===== src/hdl/lphs_pkg.sv =====
package lphs_pkg;

  // fixed field widths of the channels
  localparam int ELEM_W  = 31;
  localparam int COUNT_W = 11;
  localparam int CFG_W   = 11;

  // home slot multiplier
  localparam int HASH_MULT = 101;

  // fill limit after reset
  localparam logic [CFG_W-1:0] FILL_LIMIT_RESET = 11'd512;

  // operation codes
  localparam logic [2:0] OP_INSERT = 3'd0;
  localparam logic [2:0] OP_FIND   = 3'd1;
  localparam logic [2:0] OP_REMOVE = 3'd2;
  localparam logic [2:0] OP_FIRST  = 3'd3;
  localparam logic [2:0] OP_NEXT   = 3'd4;
  localparam logic [2:0] OP_CLEAR  = 3'd5;

  // status codes
  localparam logic [1:0] ST_OK      = 2'd0;
  localparam logic [1:0] ST_FULL    = 2'd1;
  localparam logic [1:0] ST_INVALID = 2'd2;
  localparam logic [1:0] ST_ABSENT  = 2'd3;

  // slot tags
  localparam logic [1:0] TAG_EMPTY = 2'd0;
  localparam logic [1:0] TAG_LIVE  = 2'd1;
  localparam logic [1:0] TAG_TOMB  = 2'd2;

  typedef struct packed {
    logic [2:0]        operation;
    logic [ELEM_W-1:0] element;
  } lphs_in_t;

  typedef struct packed {
    logic               hit;
    logic [ELEM_W-1:0]  value;
    logic [COUNT_W-1:0] live_count;
    logic [1:0]         status;
  } lphs_out_t;

  typedef enum logic [2:0] {
    S_WIPE,
    S_IDLE,
    S_HASH,
    S_PROBE,
    S_SCAN,
    S_REPLY
  } lphs_state_t;

endpackage


===== src/hdl/lphs_hash.sv =====
module lphs_hash #(
  parameter int TABLE_SLOTS = 1024,
  parameter int SW          = 31
) (
  input  logic                           clk,
  input  logic                           rst_n,
  input  logic                           start,
  input  logic [SW-1:0]                  elem,
  output logic                           done,
  output logic [$clog2(TABLE_SLOTS)-1:0] home
);
  import lphs_pkg::*;

  localparam int AW   = $clog2(TABLE_SLOTS);
  localparam bit POW2 = ((TABLE_SLOTS & (TABLE_SLOTS - 1)) == 0);

  generate
    if (POW2) begin : g_pow2
      localparam int EW = (SW > AW) ? SW : AW;

      logic [EW-1:0]   elem_ext;
      logic [AW+6:0]   prod;
      logic            done_r;
      logic [AW-1:0]   home_r;

      // low address bits times the multiplier, mod a power of two
      assign elem_ext = EW'(elem);
      assign prod     = (AW+7)'(elem_ext[AW-1:0]) * (AW+7)'(HASH_MULT);

      always_ff @(posedge clk) begin
        if (!rst_n) begin
          done_r <= 1'b0;
        end else begin
          done_r <= start;
        end
      end

      always_ff @(posedge clk) begin
        if (start) begin
          home_r <= prod[AW-1:0];
        end
      end

      assign done = done_r;
      assign home = home_r;
    end else begin : g_digit
      localparam int NDIG = (SW + 3) / 4;
      localparam int PW   = NDIG * 4;
      localparam int CNTW = $clog2(NDIG + 1);

      logic [PW-1:0]   sh_r;
      logic [AW-1:0]   rem_r;
      logic [CNTW-1:0] dig_cnt_r;
      logic            busy_r;
      logic            done_r;
      logic [AW-1:0]   home_r;
      logic [AW-1:0]   rem_step;
      logic [AW-1:0]   home_calc;

      // one hex digit per cycle: rem = (rem*16 + digit) mod slots
      always_comb begin
        logic [AW+3:0] x;
        x = {rem_r, sh_r[PW-1 -: 4]};
        for (int k = 3; k >= 0; k--) begin
          if (x >= (((AW+4)'(TABLE_SLOTS)) << k)) begin
            x = x - (((AW+4)'(TABLE_SLOTS)) << k);
          end
        end
        rem_step = x[AW-1:0];
      end

      // final step: (rem * multiplier) mod slots
      always_comb begin
        logic [AW+6:0] y;
        y = (AW+7)'(rem_r) * (AW+7)'(HASH_MULT);
        for (int k = 6; k >= 0; k--) begin
          if (y >= (((AW+7)'(TABLE_SLOTS)) << k)) begin
            y = y - (((AW+7)'(TABLE_SLOTS)) << k);
          end
        end
        home_calc = y[AW-1:0];
      end

      always_ff @(posedge clk) begin
        if (!rst_n) begin
          busy_r <= 1'b0;
          done_r <= 1'b0;
        end else begin
          done_r <= 1'b0;
          if (start) begin
            busy_r <= 1'b1;
          end else if (busy_r && (dig_cnt_r == '0)) begin
            busy_r <= 1'b0;
            done_r <= 1'b1;
          end
        end
      end

      always_ff @(posedge clk) begin
        if (start) begin
          sh_r      <= PW'(elem);
          rem_r     <= '0;
          dig_cnt_r <= CNTW'(NDIG);
        end else if (busy_r) begin
          if (dig_cnt_r != '0) begin
            rem_r     <= rem_step;
            sh_r      <= sh_r << 4;
            dig_cnt_r <= dig_cnt_r - 1'b1;
          end else begin
            home_r <= home_calc;
          end
        end
      end

      assign done = done_r;
      assign home = home_r;
    end
  endgenerate

endmodule


===== config.mk =====
export PLATFORM = sky130hd
export DESIGN_NAME = lphs_hash
export DESIGN_NICKNAME = d
export VERILOG_FILES = /design/src/hdl/lphs_pkg.sv /design/src/hdl/lphs_hash.sv
export SDC_FILE = /design/constraint.sdc
export NUM_CORES = 1
export LEC_CHECK = 0
export BUFFER_PORTS_ARGS = -buffer_cell sky130_fd_sc_hd__buf_2
export CORE_MARGIN = 5
export CORE_UTILIZATION = 25
export DETAILED_ROUTE_END_ITERATION = 8
export GPL_TIMING_DRIVEN = 0
export PLACE_DENSITY_LB_ADDON = 0.25
export SETUP_SLACK_MARGIN = 0.02
export SYNTH_ARGS = -nofsm -noshare
export SYNTH_HDL_FRONTEND = slang
export SYNTH_SLANG_ARGS = --single-unit

===== constraint.sdc =====
create_clock -name clk -period 3.7 [get_ports clk]
set_input_delay 1.11 -clock clk [delete_from_list [all_inputs] [get_ports clk]]
set_output_delay 1.11 -clock clk [all_outputs]
set_load 0.1 [all_outputs]

After elaboration in Yosys (flattened, before gate mapping)
Index checks and enable logic that the tools add are counted.
{"block": "word_totals", "input_bits": 34, "ff_bits": 11, "wordCells": 3}
{"block": "classes", "n_mul": 1}
{"operator": "$mul 10x7->10 const B", "n": 1}

Logic depth before layout (Yosys ltp)
{"block": "depth", "word_depth": 1, "mapped_depth": 12, "depth_no_buf": 12}

Worst setup path before layout
OpenSTA, ideal clock, no wires.
{"block": "synth_path", "path_kind": "input -> register", "start": "in elem[2]", "end": "reg g_pow2.home_r[8], in the netlist home[8] (data pin)", "n_path_buf": 0, "arrival_time_ps": 3644, "stages": 9, "slack_ps": -106, "required_time_ps": 3538, "cell_sequence": "ha_1 fa_1 ha_1 inv_1 fa_1 inv_1 ha_1 or4b_1 o2111ai_1"}
{"block": "synth_between", "elab_chain_cells": 1}
{"item": "start, declared", "line_no": "lphs_hash.sv:8", "text": "input logic [SW-1:0] elem,"}
{"item": "$mul 10x7->10", "line_no": "lphs_hash.sv:28", "text": "assign prod = (AW+7)'(elem_ext[AW-1:0]) * (AW+7)'(HASH_MULT);"}
{"item": "net g_pow2.prod[8]", "line_no": "lphs_hash.sv:22", "text": "logic [AW+6:0] prod;"}
{"item": "end signal, assigned", "line_no": "lphs_hash.sv:40", "text": "home_r <= prod[AW-1:0];"}
{"item": "end, declared", "line_no": "lphs_hash.sv:24", "text": "logic [AW-1:0] home_r;"}
The timed path passes the listed nets, and every way through them passes these cells.
A chain may end at the register's enable or synchronous reset.

Worst setup path after layout
Ends and elaborated chain as after synthesis.

==> results by group <==
Run status
  • Outcome: complete, no violations

Global routing
  • Top Usage Layer GRT: met2
  • Total grt overflow: 0
  • Vias in the first global route: 656
  • Largest net degree at the start of global routing: 12
  • First-pass GRT wire length: 2810 um
  • Initial antenna violation count: 0
  • Met1 Use GR: 8.85%
  • Total Routing Usage GR: 7.04%
  • GR met2 Demand/Resource: 11.3%
  • GRT met3 Usage: 2.58%

Timing
  • Final setup violation count: 0
  • Slew margin rel.: 67.5%
  • Final WS setup: 0.0883 ns
  • FMAX: 277 MHz
  • Fin crit period: 3.61 ns
  • Tightest Pin Transition: 0.492 ns
  • Final Cycle Share: 97.6%
  • RSZ-0062 raised after global routing: false
  • Endpoints failing hold: 0
  • Fin Hold WS: 1.06 ns
  • Final count of pins violating max slew: 0

Final layout
  • Register area: 320 um^2
  • Total Nets Final: 163
  • Area growth, synth to finish: 31.2%
  • Final Cell Area: 1180 um^2
  • ANT cells: 0
  • Multi-input logic area: 603 um^2
  • Layout cells sized above 1: 33.7%
  • Fin util: 34.7%
  • Layout Cells excl Fill: 150
  • Fillers: 367

Logic synthesis
  • Synth top area cells: edfxtp_1, ha_1, fa_1
  • Yosys cell types: 20
  • Commonest cells in the netlist: ha_1, inv_1, edfxtp_1
  • Synth area leader: edfxtp_1
  • Cells after Synth: 75
  • Mapped cell area: 902 um^2
  • Post-synthesis sequential area ratio: 35.5%
  • EDFF count, synth: 10
  • Synthesized area per cell: 12.0 um^2
  • Most used flip-flop cell after synthesis: edfxtp_1
  • Count leader, synth: ha_1
  • Top-area cell type share of the netlist area: 33.3%
  • Syn Nets: 133
  • Async S/R FF share, synth: 0%
  • Synth Register Bits: 11
  • Yosys warns: 0

Place
  • Placed Cells: 144
  • GPL Wtd Cong: 0.658
  • Setup WS pre-CTS: -0.250 ns
  • PortBufs: 23
  • Post-detail-place hpwl: 1430 um
  • Cell area after placement: 1120 um^2

Drt
  • DR iter-0 viols: 31
  • Detailed-route via count: 632
  • Detailed-route DRC error count: 0
  • DRT antenna net count: 0
  • DR WL/cell: 10.5 um
  • Routed WL: 1580 um
  • Drt first pass iters: 4
  • Via-to-Cell Ratio: 4.21

Floorplan
  • Rows: 21
  • Starting density of the core: 26.4%
  • Die area: 4910 um^2
  • I/O pin count: 45
  • Die Width: 70.1 um
  • Die height: 70.1 um
  • Placeable core area: 3420 um^2

Power and ir drop
  • Pwr/cell area: 619 nW/um^2
  • Leakage Power: 0.525 nW
  • Worst vdd ir: 0.000197 V
  • Switch share: 50.6%
  • Internal power: 0.362 mW
  • Clock power share: 10.2%
  • Switching power: 0.371 mW
  • Logic pwr share: 65.0%
  • Sequential power share: 24.8%

Critical path
  • CP endpoint kind: register
  • CP startpoint kind: primary input
  • Critical Path AT: 3.71 ns
  • Worst Path Max Fanout: 6
  • Crit Path Category: in2reg
  • Req. time, crit path: 3.80 ns

Clock tree
  • Root Buffer: clkbuf_4
  • Reg clk slew, reported paths: 0.06 ns
  • Post-CTS Hold Fix Bufs: 0
  • Htree depth: 1
  • CTS tree: done
  • Num CTS Buffers: 3
  • Clock tree buffer depth: 2
  • TritonCTS Sinks: 11

Run
  • MaxCap Viol Count: 0

Worst hold path
  • Worst hold path endpoint: done
  • Worst Hold Depth: 2
  • Worst hold path type: in2reg
  • HP Start: rst_n
[layout make-up]
| class | instances | area share, % |
|---|---|---|
| Clock buffer | 4 | 2.22 |
| Inverter | 11 | 3.49 |
| Multi-Input combinational cell | 53 | 51.0 |
| Sequential cell | 11 | 27.1 |
| Tap cell | 46 | 4.86 |
| Timing Repair Buffer | 25 | 11.4 |
[power by group through the flow]
stage	sequential (mW)	combinational (mW)	clock (mW)
floorplan	0.390	0.181	0
global placement	0.184	0.460	0
detailed placement	0.185	0.463	0
CTS	0.183	0.465	0.0780
global route	0.184	0.516	0.0891
finish	0.182	0.477	0.0748
[per-stage QoR]
stage / TNS (ns) / power [mW]
CTS: 0 / 0.726
global placement: -0.478 / 0.644
finish: 0 / 0.733
global route: 0 / 0.790
floorplan: 0 / 0.571
detailed placement: -0.503 / 0.648
[what timing repair did]
action,CTS,global route
resized for setup,0,6
buffers inserted,0,2
endpoints found under the setup margin,0,2
[metal layers]
layer  vias to the layer above  part of all wire [%]  routed length [um]
met5                         -                     0                   0
met4                         0                  0.89                  14
met3                         2                   9.4                 149
met2                        20                    45                 716
met1                       289                    44                 700
li1                        321                     -                   -
[layout by cell type (no fill, tap or decap)]
| master | n |
|---|---|
| a21o_1 | 1 |
| a21oi_2 | 1 |
| buf_2 | 21 |
| ha_1 | 14 |
| ha_4 | 5 |
| inv_2 | 1 |
| inv_1 | 10 |
| dfxtp_1 | 1 |
| clkbuf_4 | 3 |
| or4b_1 | 1 |
| clkbuf_1 | 1 |
| o21ai_0 | 1 |
| nor2_1 | 4 |
| nand2_1 | 1 |
| o2111ai_1 | 1 |
| xnor2_1 | 9 |
| and2_1 | 1 |
| o21bai_1 | 1 |
| o21a_1 | 1 |
| o211ai_1 | 1 |
| fa_1 | 5 |
| xor2_1 | 1 |
| buf_4 | 4 |
| edfxtp_1 | 10 |
| a211oi_1 | 1 |
| a21oi_1 | 3 |
| o21ai_1 | 1 |
[cell families (layout without fill, tap and decap cells)]
kind of cell | after synthesis | count (layout) | synth area share, %
flip-flops | 11 | 11 | 35.5
XOR/XNOR | 10 | 10 | 9.71
AO/OA/AOI/OAI | 12 | 12 | 8.88
buffers and inverters | 11 | 40 | 4.58
adder cells (fa/ha/maj) | 24 | 24 | 37.4
AND/OR/NAND/NOR | 7 | 7 | 3.88
[state kept, by name (all words and copies together), names as in the netlist]
name and cells:
home 10, done 1
[critical path, cell delays in order]
cell and delay, ns:
buf_4 0.14, ha_4 0.24, fa_1 0.47, ha_1 0.28, inv_1 0.05, fa_1 0.50
inv_1 0.06, ha_4 0.24, or4b_1 0.51, o2111ai_1 0.10
[worst max-delay path by stage]
stage	from	end	slack, ns	depth (start not counted)
global route	elem[2]	home[8]	0.02	10
global placement	elem[2]	home[9]	-0.24	12
finish	elem[2]	home[8]	0.09	10
CTS	elem[2]	home[9]	0.02	12
floorplan	elem[2]	home[8]	0.03	9
detailed placement	elem[2]	home[9]	-0.25	12
Note: power is estimated with default switching activity, not from simulation.
